$ cat config.mk
export PLATFORM = sky130hd
export DESIGN_NAME = e2r_cordic_cell
export DESIGN_NICKNAME = d
export VERILOG_FILES = /design/src/rtl/e2r_pkg.sv /design/src/rtl/e2r_cordic_cell.sv
export SDC_FILE = /design/constraint.sdc
export NUM_CORES = 1
export LEC_CHECK = 0
export BUFFER_PORTS_ARGS = -buffer_cell sky130_fd_sc_hd__buf_2
export CAP_MARGIN = 25
export CORE_MARGIN = 10
export CORE_UTILIZATION = 35
export CTS_CLUSTER_DIAMETER = 200
export DETAILED_ROUTE_END_ITERATION = 10
export GPL_TIMING_DRIVEN = 1
export PLACE_DENSITY = 0.62
export SYNTH_ARGS = -nofsm -noshare
export SYNTH_HDL_FRONTEND = slang
export SYNTH_SLANG_ARGS = --single-unit
$ cat constraint.sdc
create_clock -name clk_i -period 3.4 [get_ports clk_i]
set_input_delay 0.34 -clock clk_i [delete_from_list [all_inputs] [get_ports clk_i]]
set_output_delay 0.34 -clock clk_i [all_outputs]
set_load 0.05 [all_outputs]
$ cat src/rtl/e2r_pkg.sv
package e2r_pkg;

  localparam int unsigned CordicStages = 32;
  localparam int unsigned PhaseWidth   = 32;
  // x/y carry 32 fractional bits plus sign and growth headroom
  localparam int unsigned XyWidth      = 36;
  localparam logic signed [XyWidth-1:0] GainInv = 36'sd2608131496;

  // atan(2^-i), 2^32 units per full turn
  function automatic logic signed [PhaseWidth:0] atan_lut(input logic [4:0] idx);
    logic signed [PhaseWidth:0] v;
    unique case (idx)
      5'd0:  v = 33'sh020000000;
      5'd1:  v = 33'sh012E4051E;
      5'd2:  v = 33'sh009FB385B;
      5'd3:  v = 33'sh0051111D4;
      5'd4:  v = 33'sh0028B0D43;
      5'd5:  v = 33'sh00145D7E1;
      5'd6:  v = 33'sh000A2F61E;
      5'd7:  v = 33'sh000517C55;
      5'd8:  v = 33'sh00028BE53;
      5'd9:  v = 33'sh000145F2F;
      5'd10: v = 33'sh0000A2F98;
      5'd11: v = 33'sh0000517CC;
      5'd12: v = 33'sh000028BE6;
      5'd13: v = 33'sh0000145F3;
      5'd14: v = 33'sh00000A2FA;
      5'd15: v = 33'sh00000517D;
      5'd16: v = 33'sh0000028BE;
      5'd17: v = 33'sh00000145F;
      5'd18: v = 33'sh000000A30;
      5'd19: v = 33'sh000000518;
      5'd20: v = 33'sh00000028C;
      5'd21: v = 33'sh000000146;
      5'd22: v = 33'sh0000000A3;
      5'd23: v = 33'sh000000051;
      5'd24: v = 33'sh000000029;
      5'd25: v = 33'sh000000014;
      5'd26: v = 33'sh00000000A;
      5'd27: v = 33'sh000000005;
      5'd28: v = 33'sh000000003;
      5'd29: v = 33'sh000000001;
      5'd30: v = 33'sh000000001;
      default: v = '0;
    endcase
    return v;
  endfunction

  // one CORDIC rotation triple travelling down the chain
  typedef struct packed {
    logic signed [XyWidth-1:0]  x;
    logic signed [XyWidth-1:0]  y;
    logic signed [PhaseWidth:0] z;
    logic                       neg;
  } rot_t;

endpackage

$ cat src/rtl/e2r_cordic_cell.sv
module e2r_cordic_cell #(
  parameter int unsigned Stage = 0
) (
  input  logic                clk_i,
  input  logic                en_i,
  input  e2r_pkg::rot_t [2:0] rot_i,
  output e2r_pkg::rot_t [2:0] rot_o
);
  import e2r_pkg::*;

  localparam logic [4:0] StageIdx = 5'(Stage);

  rot_t [2:0] rot_d, rot_q;

  always_comb begin
    for (int a = 0; a < 3; a++) begin
      rot_d[a].neg = rot_i[a].neg;
      if (!rot_i[a].z[PhaseWidth]) begin
        rot_d[a].x = rot_i[a].x - (rot_i[a].y >>> Stage);
        rot_d[a].y = rot_i[a].y + (rot_i[a].x >>> Stage);
        rot_d[a].z = rot_i[a].z - atan_lut(StageIdx);
      end else begin
        rot_d[a].x = rot_i[a].x + (rot_i[a].y >>> Stage);
        rot_d[a].y = rot_i[a].y - (rot_i[a].x >>> Stage);
        rot_d[a].z = rot_i[a].z + atan_lut(StageIdx);
      end
    end
  end

  always_ff @(posedge clk_i) begin
    if (en_i) begin
      rot_q <= rot_d;
    end
  end

  assign rot_o = rot_q;

endmodule

==> results.toml <==
[cts]
cts_buffer_depth = 3
h-tree-depth = 2
cts_buffers = 38
cts_setup_buffers = 0
cts_tree = "done"
clk_pin_slew_ns = 0.06
clock-sinks = 315
root_buffer = "clkbuf_16"

[die]
die-area_um2 = 92020
initial_core_util_pct = 35.46
rows = 103
core_area_um2 = 79260
boundaryPins = 638
die_h_um = 303.4
die-width_um = 303.4

[sta]
setup_viol = 0
worst_pin_slew_ns = 0.8279
slew_viol_final = 0
fmax_ghz = 0.3149
period_minus_slack_ns = 3.175
slew_headroom_pct = 44.41
rsz0062_at_grt = "no"
finalCritPeriodShare_pct = 93.39
holdWs_ns = 0.05413
hold_viol_final = 0

[flow_run]
max-cap-violations = 0

[run_status]
outcome = "completed"

[global_routing]
grt.overflow.total = 0
antenna_found_initial = 22
grt_pass1_vias = 28047
grt_pass1_wl_mm = 173.4
grt_max_degree = 79
grt.total_usage_pct = 24.17

[route]
drtAntennaViolNets = 0
first_pass_iters = 6
vias_per_cell = 5.357
drtIter0Drc = 2395
num_vias = 28534
wl_per_cell_um = 22.13
drc = 0
wl_mm = 117.8

[cells_and_area]
nNetsFinal = 4898
largest_reg_flops = 315
mostFrequentLayoutCell = "buf_2"
n_fill_cell = 7757
drive_gt1_share_pct = 27.20
final_cell_mix = "buf_2 (635), buf_4 (427), a21oi_1 (392)"
syn_to_final_growth_pct = 33.20
fin_util_pct = 47.23

[critical_path]
critPathSlowestCell = "a211oi_1"
required_ns = 3.70
crit_buf_inv = 2
startpoint_type = "input pin"
critical_path.top_delay_family = "compound AO/OA/AOI/OAI gates"
cp_cell_sequence = "buf_2, ha_1, fa_1, nor2b_1, o21ai_1, a311oi_1, o211ai_1, a211oi_1, o21ai_0, buf_4, o31ai_1, a21oi_1, o21ai_1, xnor2_1"
path_common_cell = "o21ai_1"
cp_data_arrival_time_ns = 3.48
path_max_fanout = 4
path_depth = 14
critPathMaxStageDelay_ns = 0.52
cp-end-kind = "register"
crit_type = "input pin to register"

[synth]
avgSynthCellArea_um2 = 8.807
syn-cell-area_um2 = 28100
ys_seq_area_share_pct = 33.66
ys.flop_type = "edfxtp_1"
synth_edf_count = 315
ys_ff_latch = 315
synth.net_count = 3844
synthCells = 3191
synthArstFlopShare_pct = 0
ys_warn_count = 0
yosys.cell_types.count = 83

[min_path]
hold-path-cell-count = 2
hold_path.class = "input pin to register"

[place]
place_congestion = 0.9965
dp_hpwl_mm = 96.68
io_buffers = 637

[pwr]
powerDensity_nw_per_um2 = 449.3
vdd_drop_max_mv = 0.3446
total_leakage_power_nw = 17.29
-- per-stage QoR --
| step | cell area (um^2) | std cells | setup slack, ns | TNS [ns] | power, W |
|---|---|---|---|---|---|
| final | 37430 | 5326 | 0.2246 | 0 | 0.01682 |
| after global routing | 37420 | 5322 | 0.05137 | 0 | 0.01757 |
| after CTS | 37410 | 5322 | 0.1338 | 0 | 0.01687 |
| after detailed placement | 35350 | 5165 | -0.4408 | -7.357 | 0.01272 |
| after global placement | 35350 | 5165 | -0.3922 | -6.695 | 0.01273 |
| after floorplan | 28100 | 3191 | 0.3708 | 0 | 0.009937 |
-- layer usage --
metal	wire [um]	vias to the layer above	track usage (%)
li1	-	13556	-
met1	48220	13503	30.07
met2	55420	1268	41.21
met3	10730	179	6.018
met4	3304	28	6.491
met5	170	-	0
-- path summary, 6_finish.rpt --
check,from,to
max,rot_i[282],rot_o[274]
min,rot_i[136],rot_o[136]
-- synth_stat cells, drive strengths merged (8+ instances only) --
| cell type | number | area (um^2) |
|---|---|---|
| o31a | 10 | 87.58 |
| o21bai | 86 | 645.6 |
| nand2b | 31 | 193.9 |
| o211ai | 28 | 210.2 |
| nand3 | 52 | 260.3 |
| a211o | 11 | 96.34 |
| xor2 | 24 | 210.2 |
| and3 | 8 | 50.05 |
| a31oi | 23 | 143.9 |
| o41ai | 8 | 70.07 |
| nand2 | 148 | 555.5 |
| clkinv | 8 | 30.03 |
| nor4 | 27 | 168.9 |
| a21boi | 14 | 105.1 |
| a21o | 86 | 645.6 |
| a2111oi | 16 | 146.4 |
| nor3 | 52 | 260.3 |
| edfxtp | 315 | 9459 |
| inv | 316 | 1189 |
| clkbuf | 95 | 356.6 |
| mux2i | 53 | 530.5 |
| fa | 12 | 240.2 |
| nor2 | 277 | 1042 |
| o31ai | 36 | 275.3 |
| o21ai | 220 | 1109 |
| a21oi | 393 | 1971 |
| a211oi | 31 | 237.7 |
| o21a | 26 | 195.2 |
| or3 | 15 | 93.84 |
| nor2b | 41 | 256.5 |
| xnor2 | 185 | 1620 |
| nand4 | 34 | 212.7 |
| buf | 49 | 210.2 |
| or2 | 16 | 100.1 |
| ha | 321 | 4016 |
| a221oi | 12 | 140.1 |
-- cell families after synthesis --
logic type                 after synthesis  share of synthesized area, %
buffers and inverters                  468                         6.354
muxes                                   54                         1.928
AOI/OAI and AO/OA                     1079                         24.18
adders and majority gates              333                         15.15
DFF                                    315                         33.66
and+or+nand+nor                        733                         12.22
xor gates and xnor gates               209                         6.514
-- timing repair --
item                                   4_1_cts  5_1_grt
endpoints found under the hold margin       90        0
hold buffers                                90        0
setup endpoints to repair                    0        4
resized for setup                            0        3
-- cell type report --
class / instances / area [um^2] / share of cell area [%]
multi-input combinational: 2408 / 16870 / 45.07
sequential: 315 / 9459 / 25.27
timing repair buffer: 1158 / 7400 / 19.77
tap: 1050 / 1314 / 3.510
inverter: 324 / 1219 / 3.256
clock buffer: 50 / 1017 / 2.718
clock inverter: 17 / 142.6 / 0.3811
antenna: 4 / 10.01 / 0.02674
-- where the power goes --
group          switching, W  internal, W  leakage (nW)
registers          0.000181      0.00502          3.08
logic               0.00516      0.00247          13.6
clock network       0.00172      0.00226         0.556
total               0.00706      0.00975          17.3
No activity file was read; power rests on OpenSTA's default activity.
