**config.mk**
```make
export PLATFORM = sky130hd
export DESIGN_NAME = e2r_prod
export DESIGN_NICKNAME = d
export VERILOG_FILES = /design/src/rtl/e2r_pkg.sv /design/src/rtl/e2r_prod.sv
export SDC_FILE = /design/constraint.sdc
export NUM_CORES = 2
export LEC_CHECK = 0
export BUFFER_PORTS_ARGS = -buffer_cell sky130_fd_sc_hd__buf_4
export CORE_ASPECT_RATIO = 0.6
export CORE_MARGIN = 2
export CORE_UTILIZATION = 53
export DETAILED_ROUTE_END_ITERATION = 6
export PLACE_DENSITY_LB_ADDON = 0.05
export RECOVER_POWER = 50
export SYNTH_ARGS = -nofsm -noshare
export SYNTH_HDL_FRONTEND = slang
export SYNTH_SLANG_ARGS = --single-unit
```
**constraint.sdc**
```tcl
create_clock -name clk_i -period 13.8 [get_ports clk_i]
set_input_delay 1.38 -clock clk_i [delete_from_list [all_inputs] [get_ports clk_i]]
set_output_delay 1.38 -clock clk_i [all_outputs]
set_load 0.03 [all_outputs]
```
**src/rtl/e2r_pkg.sv**
```systemverilog
package e2r_pkg;

  localparam int unsigned CordicStages = 32;
  localparam int unsigned PhaseWidth   = 32;
  // x/y carry 32 fractional bits plus sign and growth headroom
  localparam int unsigned XyWidth      = 36;
  localparam logic signed [XyWidth-1:0] GainInv = 36'sd2608131496;

  // atan(2^-i), 2^32 units per full turn
  function automatic logic signed [PhaseWidth:0] atan_lut(input logic [4:0] idx);
    logic signed [PhaseWidth:0] v;
    unique case (idx)
      5'd0:  v = 33'sh020000000;
      5'd1:  v = 33'sh012E4051E;
      5'd2:  v = 33'sh009FB385B;
      5'd3:  v = 33'sh0051111D4;
      5'd4:  v = 33'sh0028B0D43;
      5'd5:  v = 33'sh00145D7E1;
      5'd6:  v = 33'sh000A2F61E;
      5'd7:  v = 33'sh000517C55;
      5'd8:  v = 33'sh00028BE53;
      5'd9:  v = 33'sh000145F2F;
      5'd10: v = 33'sh0000A2F98;
      5'd11: v = 33'sh0000517CC;
      5'd12: v = 33'sh000028BE6;
      5'd13: v = 33'sh0000145F3;
      5'd14: v = 33'sh00000A2FA;
      5'd15: v = 33'sh00000517D;
      5'd16: v = 33'sh0000028BE;
      5'd17: v = 33'sh00000145F;
      5'd18: v = 33'sh000000A30;
      5'd19: v = 33'sh000000518;
      5'd20: v = 33'sh00000028C;
      5'd21: v = 33'sh000000146;
      5'd22: v = 33'sh0000000A3;
      5'd23: v = 33'sh000000051;
      5'd24: v = 33'sh000000029;
      5'd25: v = 33'sh000000014;
      5'd26: v = 33'sh00000000A;
      5'd27: v = 33'sh000000005;
      5'd28: v = 33'sh000000003;
      5'd29: v = 33'sh000000001;
      5'd30: v = 33'sh000000001;
      default: v = '0;
    endcase
    return v;
  endfunction

  // one CORDIC rotation triple travelling down the chain
  typedef struct packed {
    logic signed [XyWidth-1:0]  x;
    logic signed [XyWidth-1:0]  y;
    logic signed [PhaseWidth:0] z;
    logic                       neg;
  } rot_t;

endpackage

```
**src/rtl/e2r_prod.sv**
```systemverilog
module e2r_prod #(
  parameter int unsigned CoefFrac = 14
) (
  input  logic                    clk_i,
  input  logic                    en_i,
  input  logic signed [CoefFrac+1:0] a_i,
  input  logic signed [CoefFrac+1:0] b_i,
  input  logic signed [CoefFrac+1:0] c_i,
  input  logic signed [CoefFrac+1:0] d_i,
  output logic signed [CoefFrac+1:0] res_o
);
  import e2r_pkg::*;

  localparam int unsigned SumW = 2 * CoefFrac + 6;
  localparam logic signed [SumW-1:0] Half = SumW'(1) <<< (CoefFrac - 1);
  localparam logic signed [SumW-1:0] One  = SumW'(1) <<< CoefFrac;

  logic signed [SumW-1:0] ab_q, cd_q, sum;
  logic signed [CoefFrac+1:0] res_d;

  always_ff @(posedge clk_i) begin
    if (en_i) begin
      ab_q <= SumW'(a_i * b_i);
      cd_q <= SumW'(c_i * d_i);
    end
  end

  always_comb begin
    sum = (ab_q + cd_q + Half) >>> CoefFrac;
    if (sum > One) begin
      res_d = (CoefFrac+2)'(One);
    end else if (sum < -One) begin
      res_d = (CoefFrac+2)'(-One);
    end else begin
      res_d = sum[CoefFrac+1:0];
    end
  end

  always_ff @(posedge clk_i) begin
    if (en_i) begin
      res_o <= res_d;
    end
  end

endmodule
```
==> impl_results.md <==
* Initial antenna violation count at 0
* Final setup vio count at 0
* Fin util at 0.5684
* Routed wire length at 52.29 mm
* Hold Slack at 927.3 ps
* CTS tree: yes
* Pre-antenna DRT Iters at 7
* Net count, final at 3361
* Hold buffer count at CTS at 0
* Rows at 60
* Global-route wire length before repair at 90.54 mm
* Hold Crit Class: reg2reg
* Top_reg_cell synth: edfxtp_1
* Mapped Nets at 3343
* Largest net degree at the start of global routing at 81
* DRC viols at 0
* Post-synthesis async set-or-reset flop share at 0
* Kind of end point of the critical path: register
* #FFs+latches synth at 80
* Via count at 16820
* Worst setup SP type: input port
* Post-CTS setup buffers at 0
* CP Class: in2reg
* Fmax at 129.7 MHz
* Die Y-Extent at 169.5 µm
* Crit path DAT at 7810 ps
* Initial drt markers at 1135
* TritonCTS buffer count at 9
* Most common cell after layout, fill and taps aside: inv_1
* Later-pin clock latency in the skew report at 360 ps
* Slew Viols, Final at 81
* Setup TNS at 0 ps
* Worst Hold Launch: cd_q[32]$_DFFE_PP_
* Wirelength per Cell at 16.66 µm
* Sequential-to-total area share from yosys stat at 0.09932
* Post-CTS sizing at 0
* Max-cap violations at 1
* Relative slew margins at -1.996
* Clk_skew at 8.304 ps
* Clock Sinks at 80
* Final Wtd Congestion at 0.8645
* Worst r2r src: ab_q[10]$_DFFE_PP_
* H-tree depth at 3
* Die area at 0.04742 mm²
* Effective utilization at floorplan at 0.5388
* Clock slew at the register clock pins of the worst setup and hold paths at 60 ps
* Worst Tran Pin Value at 4494 ps
* IO Pins at 82
* RSZ-0062 raised after global routing: false
* Clock buffer depth at 2
* Period Utilization, post-route at 0.5586
* Synth-to-Final Area Change at 5.499%
* Post-route ant nets at 0
* Yosys warns at 0
* Layout cell share with drive strength beyond 1 at 0.04235
* Gate Count Post-Synth at 2527
* Ant. Diodes at 0
* # port buffers at 81
* Detailed-route vias per instance at 5.358
* Failing checks: max-capacitance violations, max-slew violations
* Final WS setup at 6091 ps
* Post-Syn Area at 0.02419 mm²
* Library cells used by synthesis at 69
* Avg Synthesized Cell Area at 9.572 µm²
* Dpl hpwl at 45.08 mm
* Core Region at 0.04489 mm²
* Hold endpoint: res_o[15]$_SDFFCE_PP0P_
* Clk Tree Root Cell: clkbuf_16
* Reg2Reg Setup Slack at 9200 ps
* Fin crit period at 7709 ps
* Fill cells at 4070
* Status: finished with violations
* Die width at 279.8 µm
* Vias in the first global route at 17720
* EDFF count, synth at 80
* GRT Residual Overflow at 0
* Worst Reg2Reg Path Length in Cells at 11
* Critical Path Fanout Max at 16
* Pre-CTS setup slack at 5741 ps
* RR Endpoint: res_o[10]$_SDFFCE_PP0P_
* Leading cell types in the layout, fill and taps excluded: inv_1 (587), fa_1 (524), nand2_1 (274), and2_1 (249), ha_1 (226)
* Final hold violations at 0
* Total track usage at 0.2400
* Hold depth at 3
* Required @ worst endpoint at 13900 ps
worst max-delay path by stage:
| stage | startpoint | to |
|---|---|---|
| CTS | a_i[15] | ab_q[32]$_DFFE_PP_ |
| finish | a_i[15] | ab_q[32]$_DFFE_PP_ |
| detailed placement | a_i[15] | ab_q[32]$_DFFE_PP_ |
| global route | b_i[1] | ab_q[32]$_DFFE_PP_ |
| global placement | c_i[7] | cd_q[30]$_DFFE_PP_ |
| floorplan | a_i[15] | ab_q[32]$_DFFE_PP_ |
registers in the layout (all words and copies together) (netlist names):
signal / flops
ab_q: 32
cd_q: 32
res_o: 16
layout make-up:
| class | count | area [µm²] | area share |
|---|---|---|---|
| Inverter | 587 | 2203 | 0.08634 |
| Sequential cell | 80 | 2402 | 0.09414 |
| Tap cell | 589 | 737.0 | 0.02888 |
| Clock inverter | 6 | 83.83 | 0.003285 |
| Clock buffer | 10 | 229.0 | 0.008973 |
| Timing Repair Buffer | 81 | 581.8 | 0.02280 |
| Multi-Input combinational cell | 1786 | 19280 | 0.7556 |
critical path, stage by stage:
cell and delay [ps]:
buf_4 180, nand2_1 130, inv_1 90, fa_1 650, fa_1 950, fa_1 540, fa_1 500, fa_1 490
inv_1 40, fa_1 470, inv_1 40, ha_1 370, a21oi_1 230, o211ai_1 140, o211ai_1 200, a21boi_0 290
o21ai_0 210, o41ai_1 570, mux2i_1 240, nand4_1 90
per-stage QoR:
stage / std cells / instance area, µm²
6_report: 3139 / 25520
5_1_grt: 3139 / 25520
4_1_cts: 3139 / 25540
3_5_place_dp: 3123 / 25230
3_3_place_gp: 3123 / 25230
2_1_floorplan: 2527 / 24190
logic make-up after synthesis:
family	Yosys count	synth area share
compound gates	243	0.06668
xor+xnor	82	0.02969
fa+ha+maj	750	0.5506
buf+inv	661	0.1036
flops	80	0.09932
mux	6	0.002483
simple gates	705	0.1477
cells in the mapped netlist (all sizes together), types with 2 or more instances:
cell,count,area share
inv,587,0.091
fa,524,0.43
nand2,274,0.043
and2,251,0.065
ha,226,0.12
edfxtp,80,0.099
a21oi,73,0.016
clkbuf,69,0.011
nor2,67,0.010
xnor2,67,0.024
o21ai,48,0.010
a21o,29,0.0090
nand3,18,0.0037
nand4,17,0.0047
nand2b,16,0.0041
nor3,16,0.0033
xor2,15,0.0054
a31oi,12,0.0041
o21bai,11,0.0034
a211oi,10,0.0036
and3,10,0.0026
o211ai,10,0.0031
o21a,10,0.0031
a311oi,7,0.0028
or3,7,0.0018
a21boi,6,0.0022
and4,6,0.0022
mux2i,6,0.0025
nor2b,6,0.0016
buf,5,0.0018
a211o,4,0.0014
o41ai,3,0.0011
or2,3,0.00078
or4,3,0.0012
a2111oi,2,0.00072
a22o,2,0.00072
a22oi,2,0.00062
nand4b,2,0.00072
nor3b,2,0.00062
nor4b,2,0.00072
o221ai,2,0.00072
o22ai,2,0.00052
o311ai,2,0.00072
per-layer routing:
metal / vias to the layer above / track usage / wire length [µm]
li1: 7769 / - / -
met1: 8619 / 0.3757 / 25980
met2: 392 / 0.3612 / 22910
met3: 40 / 0.03731 / 2823
met4: 0 / 0.03116 / 576
met5: - / 0 / 0
Power is left out: the tool's default activity adds up to more than one toggle a clock period on the data nets, which glitch-free logic cannot reach.
